--- src/rtl/daf_pkg.sv ---
// ----------------------------------------------------------------------------
// daf_pkg
// Shared types, constants and bit helpers for the DRAM address field decoder
// ----------------------------------------------------------------------------
`default_nettype none

package daf_pkg;

  localparam int unsigned AddrW      = 64;
  localparam int unsigned DivStages  = 8;   // quotient bits resolved 8 per stage
  localparam int unsigned DivStepW   = AddrW / DivStages;
  localparam int unsigned CfgIdxW    = 3;

  localparam int unsigned DefSubPartsPerChannel = 2;
  localparam int unsigned DefAddressBits        = 64;

  typedef enum logic [CfgIdxW-1:0] {
    CFG_CHIP_MASK      = 3'd0,
    CFG_BANK_MASK      = 3'd1,
    CFG_ROW_MASK       = 3'd2,
    CFG_COLUMN_MASK    = 3'd3,
    CFG_BURST_MASK     = 3'd4,
    CFG_SUBARRAY_MASK  = 3'd5,
    CFG_NUM_CHANNELS   = 3'd6,
    CFG_CHIP_BIT_START = 3'd7
  } daf_cfg_idx_t;

  // one beat moving through the divider stages
  typedef struct packed {
    logic              vld;
    logic [AddrW-1:0]  addr;
    logic [AddrW-1:0]  word;   // dividend, quotient bits overwrite it msb first
    logic [7:0]        rem;
  } daf_div_t;

  // pack the bits of v selected by sel into the low end, lowest first
  function automatic logic [7:0] gather8(logic [7:0] sel, logic [7:0] v);
    logic [7:0] res;
    logic [3:0] k;
    res = '0;
    k   = '0;
    for (int b = 0; b < 8; b++) begin
      if (sel[b]) begin
        res[k[2:0]] = v[b];
        k = k + 4'd1;
      end
    end
    return res;
  endfunction

  function automatic logic [3:0] popcnt8(logic [7:0] v);
    logic [3:0] c;
    c = '0;
    for (int b = 0; b < 8; b++) c = c + {3'b000, v[b]};
    return c;
  endfunction

  // lowest 'need' set bits of m (need at most 3)
  function automatic logic [AddrW-1:0] low_set_bits(logic [AddrW-1:0] m, int unsigned need);
    logic [AddrW-1:0] res;
    logic [AddrW-1:0] rest;
    logic [AddrW-1:0] lsb;
    res  = '0;
    rest = m;
    for (int i = 0; i < 3; i++) begin
      lsb = rest & (~rest + 64'd1);
      if (i < need) begin
        res  = res | lsb;
        rest = rest & ~lsb;
      end
    end
    return res;
  endfunction

endpackage

`default_nettype wire

--- src/rtl/daf_gather.sv ---
// ----------------------------------------------------------------------------
// daf_gather
// Two-stage parallel bit extract: per-byte packing, then merge by offsets
// ----------------------------------------------------------------------------
`default_nettype none

module daf_gather (
  input  wire logic                     clk,
  input  wire logic                     en,
  input  wire logic [daf_pkg::AddrW-1:0] sel,
  input  wire logic [daf_pkg::AddrW-1:0] src,
  output logic      [daf_pkg::AddrW-1:0] res
);
  import daf_pkg::*;

  localparam int unsigned Lanes = AddrW / 8;

  logic [7:0]       chunk_nxt [Lanes];
  logic [3:0]       cnt_nxt   [Lanes];
  logic [7:0]       chunk_r   [Lanes];
  logic [3:0]       cnt_r     [Lanes];
  logic [AddrW-1:0] res_nxt;
  logic [AddrW-1:0] res_r;

  always_comb begin
    for (int i = 0; i < Lanes; i++) begin
      chunk_nxt[i] = gather8(sel[8*i +: 8], src[8*i +: 8]);
      cnt_nxt[i]   = popcnt8(sel[8*i +: 8]);
    end
  end

  always_comb begin
    logic [6:0] off;
    off     = '0;
    res_nxt = '0;
    for (int i = 0; i < Lanes; i++) begin
      res_nxt = res_nxt | ({{(AddrW-8){1'b0}}, chunk_r[i]} << off);
      off     = off + {3'b000, cnt_r[i]};
    end
  end

  always_ff @(posedge clk) begin
    if (en) begin
      for (int i = 0; i < Lanes; i++) begin
        chunk_r[i] <= chunk_nxt[i];
        cnt_r[i]   <= cnt_nxt[i];
      end
      res_r <= res_nxt;
    end
  end

  assign res = res_r;

endmodule

`default_nettype wire

--- config.mk ---
export PLATFORM = sky130hd
export DESIGN_NAME = daf_gather
export DESIGN_NICKNAME = d
export VERILOG_FILES = /design/src/rtl/daf_pkg.sv /design/src/rtl/daf_gather.sv
export SDC_FILE = /design/constraint.sdc
export NUM_CORES = 1
export LEC_CHECK = 0
export BUFFER_PORTS_ARGS = -buffer_cell sky130_fd_sc_hd__buf_2
export CAP_MARGIN = 20
export CELL_PAD_IN_SITES_DETAIL_PLACEMENT = 1
export CELL_PAD_IN_SITES_GLOBAL_PLACEMENT = 2
export CORE_ASPECT_RATIO = 0.5
export CORE_MARGIN = 1.5
export CORE_UTILIZATION = 36
export CTS_CLUSTER_SIZE = 8
export DETAILED_ROUTE_END_ITERATION = 8
export PLACE_DENSITY_LB_ADDON = 0.05
export RECOVER_POWER = 50
export SLEW_MARGIN = 20
export SYNTH_ARGS = -nofsm -noshare
export SYNTH_HDL_FRONTEND = slang
export SYNTH_SLANG_ARGS = --single-unit
--- constraint.sdc ---
create_clock -name clk -period 11.25 [get_ports clk]
set_input_delay 0 -clock clk [delete_from_list [all_inputs] [get_ports clk]]
set_output_delay 0 -clock clk [all_outputs]
set_load 0.01 [all_outputs]
* Yosys cells after proc, flatten, opt, wreduce, memory -nomap -nowiden
Memory sizes are Yosys's and may differ from the RTL's.
Index checks and enable logic that the tools add are counted.
** Cells by class
- $add $sub $neg :: 110
- Magnitude comparators :: 112
- Shifts and indexed selects :: 7
- Mux-type cells :: 290
- Bitwise operators :: 7
- Reduce and logical (&&, ||, !) cells :: 56
** Operators by type and width (count)
- $bwmux W8 :: 56
- $mux W8 :: 56
- $or A64 B64 Y64 :: 6
- $shl A8 B7 Y64 :: 4
- $lt A3 B4 Y1 const B :: 56
- $demux W1 S3 :: 56
- $ge A3 B1 Y1 const B :: 56
- $mux W3 :: 48
- $add A4 B1 Y4 :: 32
- $add A3 B1 Y3 const B :: 40
- $mux W1 :: 74
- $or A8 B64 Y64 :: 1
- $shl A8 B4 Y64 :: 1
- $shl A8 B5 Y64 :: 1
- $shl A8 B6 Y64 :: 1
- $logic_and A1 B1 Y1 :: 56
- $add A3 B1 Y4 :: 8
- $add A2 B1 Y3 :: 8
- $add A7 B4 Y7 :: 3
- $add A1 B1 Y2 :: 8
- $add A1 B1 Y2 const B :: 8
- $add A6 B4 Y7 :: 1
- $add A5 B4 Y6 :: 1
- $add A4 B4 Y5 :: 1
** Word-level totals
- Bits in registers :: 64
- Memory bits (writable) :: 96
- Input port bits :: 130
- Word-level logic and storage cells :: 585
- Memories :: 2
** Memory list
- chunk_r :: words 8, bits a word 8, read ports 8, clocked after Yosys merged registers in 0, write ports 8, RTL line daf_gather.sv:20 : logic [7:0] chunk_r [Lanes];
- cnt_r :: words 8, bits a word 4, read ports 7, clocked after Yosys merged registers in 0, write ports 8, RTL line daf_gather.sv:21 : logic [3:0] cnt_r [Lanes];

* Depth between registers and ports, before layout
- Depth in word-level cells :: 19
- Gate-level depth with buffers :: 36
- Gate-level depth less buffers :: 28

* Worst setup path after synthesis
Ideal clock, no wire load.
- Kind :: register to register
- Start point :: memory cnt_r[0][0]
- End point :: register res_r[53] (netlist: res[53]) (data pin)
- Setup time :: 158 ps
- Arrival time :: 7929 ps
- Required time :: 11092 ps
- Setup slack :: 3163 ps
- Stages on the path, launching flop included :: 37
- Clock period less this slack :: 8087 ps
- Cells stage by stage :: edfxtp_1 ha_1 fa_1 xnor2_1 inv_1 clkbuf_1 ha_1 a21oi_1 nand2_1 xnor2_1 inv_1 clkbuf_1 ha_1 xnor2_1 inv_1 clkbuf_1 ha_1 xor2_1 inv_1 clkbuf_1 ha_1 inv_1 xnor2_1 clkinv_1 clkbuf_1 ha_1 o21ai_0 nor2b_1 buf_1 o21ai_0 a21oi_1 mux2i_1 xnor2_1 buf_6 nand2_4 buf_6 o221ai_2
** RTL lines
- start, declared :: RTL line daf_gather.sv:21
- end signal, assigned :: RTL line daf_gather.sv:48 : res_r <= res_nxt;
- end, declared :: RTL line daf_gather.sv:23 : logic [AddrW-1:0] res_r;

==> reports/qor.csv <==
metric;value;unit
timing.final.crit_period;10130;ps
clock_path_buffers;2;
via_per_inst;5.81;
path_max_fanout;17;
cp_data_required_time;11520;ps
die_w;343;um
tritoncts;built;
avgRoutedWirePerCell;21.3;um
post_cts_buffers;0;
grt_pass1_wl;121000;um
io_pins;194;
core_area;57200;sq um
start_util;0.363;
die_area;59300;sq um
area_delta_synth_final;11.1;%
yosysTopAreaCell;edfxtp_1;
finalWirelength;77500;um
post_cts_resized;0;
htreeDepth;4;
final_common_cell;nand2_1;
max_clock_freq;0.0987;GHz
grt_max_degree;86;
fp-row-count;62;
drtAntennaViolNets;0;
dp.cells;3598;
cts_root_buf;clkbuf_16;
setup_viol;0;
synth_edf_count;156;
tns;0;ps
syn_area_per_cell;7.63;sq um
violations;design-rule violations, max-capacitance violations, max-slew violations;
slew_violations;159;
cts_made_buffers;17;
startpoint_type;register;
drc;11;
first_pass_iters;9;
ys_ff_latch;156;
fin_crit_sh;0.901;
grt-ovfl-total;0;
synth_top_area_share;0.225;
cp-end-kind;register;
synth_flop_cell;edfxtp_1;
final_cell_mix;396 x nand2_1, 281 x nor2_1, 191 x a21oi_1;
finalNonFillerCells;3645;
netlist_instances;2726;
antenna_found_initial;0;
critPathKind;reg2reg;
grt_pass1_vias;20820;
yosys_warnings;0;
synth_nets;3003;
vias;21163;
port_buffers;193;
drt-initial-drc-count;1829;
dpl.hpwl;62900;um
rsz0062_at_grt;false;
worstMarginPinSlew;4830;ps
worstPathArrival;10400;ps
skew;17.2;ps
relSlewSlack;-2.22;
status;complete, but fails checks;
seq_area_frac_synth;0.225;
antenna_cells;0;
final_layout_size_suffix_gt1_frac;0.105;
syn-cell-area;20800;sq um
synth.distinct_cells;88;
grt.total_usage;0.256;
clkTransAtPathRegs;80;ps
dieHeight;173;um
cts.sinks;156;
fin_nets;3141;
hold_class;in2reg;
ys_top_cells_by_area;edfxtp_1 23%, nand2_1 7.1%, ha_1 6.3%, nor2_1 5.1%, mux2i_1 5.1%;
synth_async_sr_flop_share;0;
globalplace.congestion;0.954;
clock_latency;470;ps
drv_cap;2;
hold_viol_final;0;
-- sequential cells by signal, summed over array words and instances, names as in the netlist --
signal	cells
chunk_r	64
cnt_r	28
res	64
-- per-stage QoR --
step / worst slack, ps / utilization / hold slack (ps) / instance area [sq um]
after CTS: 743 / 0.405 / 16.0 / 23200
after detailed placement: 730 / 0.392 / 384 / 22400
final: 1120 / 0.404 / 22.0 / 23100
after global placement: 1020 / 0.392 / 391 / 22400
after floorplan: 3160 / - / 112 / 20800
after global routing: 285 / 0.404 / 39.2 / 23100
-- final cells by class --
| type | instances | area, sq um |
|---|---|---|
| Clock inverter | 15 | 175 |
| Tap cell | 768 | 961 |
| Sequential cell | 156 | 4680 |
| Multi-Input combinational cell | 2267 | 14900 |
| Inverter | 187 | 702 |
| Clock buffer | 17 | 425 |
| Timing Repair Buffer | 235 | 1230 |
| Fill cell | 7219 | 34100 |
-- layer usage --
| layer | GRT usage | part of all wire | vias up |
|---|---|---|---|
| li1 | - | - | 10309 |
| met1 | 0.381 | 0.50 | 10201 |
| met2 | 0.398 | 0.43 | 583 |
| met3 | 0.0262 | 0.052 | 70 |
| met4 | 0.0541 | 0.018 | 0 |
| met5 | 0 | 0 | - |
-- critical path, stage by stage (launching register included) --
cell,delay [ps]
edfxtp_1,600
ha_1,320
fa_1,860
inv_1,220
fa_1,830
inv_1,250
fa_1,860
clkinv_1,340
fa_1,970
inv_1,240
ha_1,330
a21o_1,170
a21oi_1,270
xnor2_1,160
buf_4,250
clkinv_1,420
ha_1,510
nor2b_1,160
nor2_1,190
mux2i_1,240
o32ai_2,150
xnor2_2,610
nand2_1,580
o31ai_1,390
-- cells by family after synthesis --
logic type	count (synthesis)	synth area share
fa+ha+maj	147	0.104
simple gates	1094	0.238
xor+xnor	103	0.0491
compound gates	769	0.250
mux	154	0.0771
buf+inv	303	0.0575
flops	156	0.225
-- path summary, 6_finish.rpt --
kind	from	endpoint	slack, ps	cells past startpoint
max	cnt_r[0][0]	res[15]	1120	23
min	sel[2]	cnt_r[0][0]	20	2
max reg2reg	cnt_r[0][0]	res[15]	1120	23
min reg2reg	chunk_r[0][1]	res[1]	900	4
-- cell usage after synthesis (8+ instances only) --
master      n
nor2b_1    25
xor2_1     34
a31o_2     15
nor4_1      9
nor2_1    281
nand2_1   396
xnor2_1    57
mux2i_1   105
a22o_1      9
nand3_1   110
or2_2      11
nand4_1    15
o311ai_0    8
a221oi_1   24
o21a_1     13
a21oi_1   191
o211ai_1   18
a21o_1     13
a222oi_1   31
nand2b_1   50
inv_1     184
o21ai_1     9
a31oi_1    19
o22ai_1    49
o221ai_1   65
buf_1      12
ha_1      105
mux2_2     49
a22oi_1    20
buf_2      11
a211oi_1   16
or3_1       9
clkbuf_1   86
o21ai_0   161
and2_1     16
o31a_1     19
o31ai_1    29
fa_1       42
edfxtp_1  156
and3_1     25
nor3_1    112
o32ai_1    14
nor3b_1    14
-- timing repair --
item,4_1_cts,5_1_grt
hold buffers,13,0
endpoints found under the setup margin,0,0
hold endpoints to repair,56,0
Power is not shown: default switching activity piles up to over one toggle a cycle in this logic, so the estimate is an artifact.
