File: src/rtl/daf_pkg.sv
// ----------------------------------------------------------------------------
// daf_pkg
// Shared types, constants and bit helpers for the DRAM address field decoder
// ----------------------------------------------------------------------------
`default_nettype none

package daf_pkg;

  localparam int unsigned AddrW      = 64;
  localparam int unsigned DivStages  = 8;   // quotient bits resolved 8 per stage
  localparam int unsigned DivStepW   = AddrW / DivStages;
  localparam int unsigned CfgIdxW    = 3;

  localparam int unsigned DefSubPartsPerChannel = 2;
  localparam int unsigned DefAddressBits        = 64;

  typedef enum logic [CfgIdxW-1:0] {
    CFG_CHIP_MASK      = 3'd0,
    CFG_BANK_MASK      = 3'd1,
    CFG_ROW_MASK       = 3'd2,
    CFG_COLUMN_MASK    = 3'd3,
    CFG_BURST_MASK     = 3'd4,
    CFG_SUBARRAY_MASK  = 3'd5,
    CFG_NUM_CHANNELS   = 3'd6,
    CFG_CHIP_BIT_START = 3'd7
  } daf_cfg_idx_t;

  // one beat moving through the divider stages
  typedef struct packed {
    logic              vld;
    logic [AddrW-1:0]  addr;
    logic [AddrW-1:0]  word;   // dividend, quotient bits overwrite it msb first
    logic [7:0]        rem;
  } daf_div_t;

  // pack the bits of v selected by sel into the low end, lowest first
  function automatic logic [7:0] gather8(logic [7:0] sel, logic [7:0] v);
    logic [7:0] res;
    logic [3:0] k;
    res = '0;
    k   = '0;
    for (int b = 0; b < 8; b++) begin
      if (sel[b]) begin
        res[k[2:0]] = v[b];
        k = k + 4'd1;
      end
    end
    return res;
  endfunction

  function automatic logic [3:0] popcnt8(logic [7:0] v);
    logic [3:0] c;
    c = '0;
    for (int b = 0; b < 8; b++) c = c + {3'b000, v[b]};
    return c;
  endfunction

  // lowest 'need' set bits of m (need at most 3)
  function automatic logic [AddrW-1:0] low_set_bits(logic [AddrW-1:0] m, int unsigned need);
    logic [AddrW-1:0] res;
    logic [AddrW-1:0] rest;
    logic [AddrW-1:0] lsb;
    res  = '0;
    rest = m;
    for (int i = 0; i < 3; i++) begin
      lsb = rest & (~rest + 64'd1);
      if (i < need) begin
        res  = res | lsb;
        rest = rest & ~lsb;
      end
    end
    return res;
  endfunction

endpackage

`default_nettype wire

File: src/rtl/daf_div_stage.sv
// ----------------------------------------------------------------------------
// daf_div_stage
// One registered slice of the channel-count divider: eight quotient bits
// ----------------------------------------------------------------------------
`default_nettype none

module daf_div_stage #(
  parameter int unsigned STAGE = 0
) (
  input  wire logic              clk,
  input  wire logic              rst_n,
  input  wire logic              en,
  input  wire logic [7:0]        num_channels,
  input  wire daf_pkg::daf_div_t beat_i,
  output daf_pkg::daf_div_t      beat_o
);
  import daf_pkg::*;

  localparam int unsigned Top = AddrW - 1 - STAGE * DivStepW;

  daf_div_t beat_nxt;
  daf_div_t beat_r;

  always_comb begin
    logic [8:0] r;
    beat_nxt = beat_i;
    for (int s = 0; s < DivStepW; s++) begin
      r = {beat_nxt.rem, beat_nxt.word[Top - s]};
      if (r >= {1'b0, num_channels}) begin
        r = r - {1'b0, num_channels};
        beat_nxt.word[Top - s] = 1'b1;
      end else begin
        beat_nxt.word[Top - s] = 1'b0;
      end
      beat_nxt.rem = r[7:0];
    end
  end

  // only the valid bit is reset, the payload just follows the enable
  always_ff @(posedge clk) begin
    if (!rst_n) begin
      beat_r.vld <= 1'b0;
    end else if (en) begin
      beat_r.vld <= beat_nxt.vld;
    end
    if (en) begin
      beat_r.addr <= beat_nxt.addr;
      beat_r.word <= beat_nxt.word;
      beat_r.rem  <= beat_nxt.rem;
    end
  end

  assign beat_o = beat_r;

endmodule

`default_nettype wire

File: config.mk
export PLATFORM = sky130hd
export DESIGN_NAME = daf_div_stage
export DESIGN_NICKNAME = d
export VERILOG_FILES = /design/src/rtl/daf_pkg.sv /design/src/rtl/daf_div_stage.sv
export SDC_FILE = /design/constraint.sdc
export NUM_CORES = 1
export LEC_CHECK = 0
export ABC_AREA = 1
export BUFFER_PORTS_ARGS = -buffer_cell sky130_fd_sc_hd__buf_2
export CAP_MARGIN = 20
export CELL_PAD_IN_SITES_DETAIL_PLACEMENT = 1
export CELL_PAD_IN_SITES_GLOBAL_PLACEMENT = 1
export CORE_MARGIN = 8
export CORE_UTILIZATION = 38
export CTS_BUF_LIST = sky130_fd_sc_hd__clkbuf_16
export CTS_CLUSTER_DIAMETER = 50
export DETAILED_ROUTE_END_ITERATION = 8
export GPL_TIMING_DRIVEN = 0
export PLACE_DENSITY_LB_ADDON = 0.1
export SYNTH_ARGS = -nofsm -noshare
export SYNTH_HDL_FRONTEND = slang
export SYNTH_SLANG_ARGS = --single-unit
File: constraint.sdc
create_clock -name clk -period 18.7 [get_ports clk]
set_input_delay 2.805 -clock clk [delete_from_list [all_inputs] [get_ports clk]]
set_output_delay 2.805 -clock clk [all_outputs]
set_load 0.005 [all_outputs]
After elaboration in Yosys (flattened, before gate mapping)
Cells that the tools add are included.
Cells by class
  add/subtract/negate cells: 8
  $lt $le $gt $ge: 8
  multiplexer cells: 16
Operators by type and width (number)
  greater-or-equal comparator 9 x 8 -> 1 bit: 8
  two-way mux 8 bit: 8
  subtractor 8 bit: 8
  two-way mux 1 bit: 8
Word-level totals
  bits in registers: 137
  bits of input ports: 148
  word-level logic and storage cells: 36

Logic depth before layout (Yosys ltp)
  word-level depth: 16
  depth in mapped cells: 114
  depth with buffers taken out: 107

Worst setup path before layout
No wires, ideal clock.
  path kind: input-to-reg
  from: input num_channels[6]
  to: register beat_r (netlist bit beat_o[1]) (data pin)
  library setup time: 0.252 ns
  arrival: 16.261 ns
  data required time: 18.448 ns
  path slack: 2.187 ns
  stages on the path: 106
  path buffers: 6
  cells stage by stage: inv_1 -> ha_1 -> nand2_1 -> nand2_1 -> nand2_1 -> nand2_1 -> nor2_4 -> nand2_4 -> buf_8 -> nor2_1 -> a21oi_2 -> ha_1 -> nand2_1 -> nand2_1 -> a21oi_1 -> nand2_2 -> a21oi_4 -> nand3_4 -> [70 not listed] -> nand2_1 -> o21ai_2 -> ha_1 -> a21oi_1 -> nand2_1 -> a21oi_1 -> inv_1 -> a21oi_1 -> inv_1 -> nand2_1 -> inv_1 -> o21a_1 -> nor2_1 -> inv_1 -> a211oi_1 -> nand3_4 -> nand2_1 -> nand2_1
RTL lines
  start, declared: line daf_div_stage.sv:13  | input wire logic [7:0] num_channels,
  end, declared: line daf_div_stage.sv:22  | daf_div_t beat_r;

==> results by group <==
Timing
  – Slew margin rel.: 57.1%
  – Final Skew: 0 ns
  – Worst slew pin tran: 0.644 ns
  – Final setup fails: 0
  – Final period util: 92.4%
  – Pins Over Slew Limit: 0
  – Max Clk Rate: a little under 0.06 GHz
  – Final Hold Fails: 0
  – WHS: 0.577 ns
  – Tmin final: roughly 17 ns

Global route
  – First-pass GRT wire length: roughly 41000 µm
  – Vias in the first global route: 6904
  – Initial antenna violation count: 3
  – GR Overflow Total: 0
  – Largest net degree at the start of global routing: 73
  – Overall Global Routing Usage: 20.3%

Floorplanning
  – Die area: ~26000 µm²
  – Initial Utilization: 38.5%
  – Io pins: about 290
  – Die Span Y: ~160 µm
  – Core Rows: 53
  – Chip Width: 161 µm
  – Core outline area: around 21000 µm²

Clocking
  – CTS Root Cell: clkbuf_16
  – CTS Buffer Depth: 2
  – Clk sink count: 137
  – CTS tree: done
  – Htree depth: 4
  – Clock Pin Slew Worst Setup and Hold Paths: approximately 0.070 ns
  – CTS Hold Bufs: 0
  – Total CTS buffers: 17
  – Clock latency on the worst-skew pair: 0.40 ns

Layout
  – Antenna Cells: 0
  – Layout fillers: about 2400
  – Sequential Area: between 4000 and 5000 µm²
  – Share of cells above drive strength 1: roughly two fifths
  – Layout area overhead: 33.7%
  – Multi-input gate area: 3490 µm²
  – Post-layout util: between 50% and 60%
  – Final Cell Area: 10800 µm²
  – Post-Layout Cell Count: 1393
  – Final net count: 1325
  – Max reg flops: 137

Place
  – Final GP Congestion: 0.776
  – Input/output buffers: ~280
  – DP Area: 9840 µm²
  – Dpl hpwl: 21400 µm
  – DP Cell Count: around 1300

Logic synthesis
  – YS warnings: 0
  – Syn Inst Count: between 700 and 800
  – Synth Area in Simple Gates: 18.6%
  – Post-synthesis compound-gate area fraction: between 7 and 8%
  – Seq/Total Area, Yosys: 51.0%
  – Main combinational cell family by area after synthesis: simple AND/OR/NAND/NOR gates
  – Mux contribution to synthesized area: 0%
  – Post-Syn Area: roughly 8000 µm²
  – Avg Inst Size Synth: 10.3 µm²
  – Adder-Cell Fraction of Synth Area: 11.9%
  – Net Count, Synth: between 900 and 1000
  – Yosys cell types: 41
  – Post-Synth XOR/XNOR Area: between 4 and 5%
  – Yosys reg bits: around 140

Detailed routing
  – Initial DRT Pass Iterations: 4
  – Initial DRC count: about 300
  – Detailed-route DRC error count: 0
  – Via count: 6676
  – Final wirelength: 27200 µm
  – Drt wl/cell: approximately 20 µm
  – Via density per instance: 4.79
  – Post-route ant nets: 0

Hold path
  – Hold path cells: 2
  – Hold EP: beat_o[136]
  – Hold path startpoint: beat_o[136]
  – HP Class: register to register

Setup path
  – Flop-to-flop setup slack: 18.03 ns
  – Cell mode on critical path: nand2_1
  – Worst Path Arrival: roughly 17 ns
  – Worst Setup End Kind: register
  – RR Endpoint: beat_o[136]
  – Crit path max fanout: 10
  – Worst r2r src: beat_o[136]
  – Kind of critical path: input port to register
  – Startpoint Class: input port
  – Crit path largest cell delay: 0.48 ns
  – R2R cell count: 2
  – CP required: 18.87 ns
  – Critical-path top delay cell: fa_1

Flow run
  – MaxCap Viol Count: 0

Outcome
  – Status: completed
==> logic make-up (layout without fill, tap and decap cells) <==
| group | Yosys count | after routing |
|---|---|---|
| adders and majority gates | 72 | 72 |
| DFF | 137 | 137 |
| and+or+nand+nor | 298 | 299 |
| AOI/OAI and AO/OA | 96 | 96 |
| xor gates and xnor gates | 38 | 38 |
| buffers and inverters | 136 | 476 |
==> synthesized netlist by cell type, drive strengths merged <==
cell type / number / area, µm²
nand4: 11 / 68.8
inv: 129 / 484
o21ai: 38 / 220
or2: 3 / 18.8
a21oi: 40 / 230
xor2: 24 / 210
a31oi: 2 / 12.5
nand2: 190 / 791
and2: 2 / 12.5
o21a: 4 / 30.0
nor3: 5 / 30.0
o211ai: 2 / 15.0
dfxtp: 1 / 20.0
ha: 64 / 801
edfxtp: 136 / 4080
a211oi: 2 / 15.0
a21o: 2 / 15.0
a221oi: 1 / 8.76
nand3b: 6 / 45.0
buf: 7 / 80.1
or4: 1 / 7.51
nor2: 34 / 164
xnor2: 14 / 123
o21bai: 5 / 37.5
nand3: 46 / 358
fa: 8 / 160
==> final cells by class <==
type                    instances  area share [%]
inverters                     129            4.77
clock buffers                  17            3.96
flip-flops and latches        137            38.2
multi-input cells             505            32.4
clock inverters                15            1.51
well taps                     275            3.20
repair buffers                308            15.2
plain buffers                   7           0.745
==> how the worst max path moves through the flow <==
stage                          startpoint   endpoint  slack [ns]  cells after the start
after global routing      num_channels[1]  beat_o[2]       -0.06                    111
after detailed placement  num_channels[1]  beat_o[0]       -1.39                    106
after CTS                 num_channels[1]  beat_o[0]        0.03                    107
final                     num_channels[1]  beat_o[2]        1.41                    108
after floorplan           num_channels[6]  beat_o[1]        2.19                    106
after global placement    num_channels[1]  beat_o[1]       -0.92                    106
==> placed cells by master, fill, tap and decap left out, types with 3 or more instances in the layout <==
cell type   instances
ha_1               59
ha_4                3
nand2_1           169
buf_2             283
inv_1             115
o21a_1              4
or2_2               3
nand2_2            16
buf_6               6
o21bai_1            5
o21ai_0            13
clkbuf_16          17
nand2_4             5
nor3_1              3
o21ai_2            13
nor2_1             26
nor2_2              6
xor2_1             24
a21oi_2             5
o21ai_1            12
inv_2               6
a21oi_1            33
nand3_4             7
fa_1                8
nand3b_1            6
nand3_2             9
clkinvlp_4         10
inv_6               7
xnor2_1            14
nand3_1            31
nand4_1            11
edfxtp_1          136
buf_4              23
==> per-stage QoR <==
| stage | setup slack (ns) | setup TNS (ns) |
|---|---|---|
| 4_1_cts | 0.0329 | 0 |
| 2_1_floorplan | 2.19 | 0 |
| 3_5_place_dp | -1.39 | -12.17 |
| 6_report | 1.41 | 0 |
| 5_1_grt | -0.0625 | -0.364 |
| 3_3_place_gp | -0.918 | -8.01 |
==> routing by layer <==
layer | part of all wire [%] | routed length, µm | global-route usage, % | vias up
met5 | 0.15 | 41 | 0 | -
met4 | 0.91 | 247 | 4.50 | 6
met3 | 5.5 | 1510 | 4.61 | 21
met2 | 54 | 14700 | 38.5 | 175
met1 | 39 | 10700 | 22.7 | 3202
li1 | - | - | - | 3272
==> repair_timing <==
action	CTS	global route
pin swaps	1	11
cloned	0	1
gates resized for setup	9	30
endpoints found under the hold margin	0	0
endpoints found under the setup margin	9	9
buffers inserted	3	20
==> critical path, delay by kind of cell <==
| family | cells | cell delay [ns] |
|---|---|---|
| compound gates | 35 | 5.78 |
| xor+xnor | 1 | 0.17 |
| fa+ha+maj | 8 | 2.65 |
| buf+inv | 26 | 2.63 |
| simple gates | 38 | 3.39 |
Power is left out: the tool's default activity adds up to more than one toggle a clock period on the data nets, which glitch-free logic cannot reach.
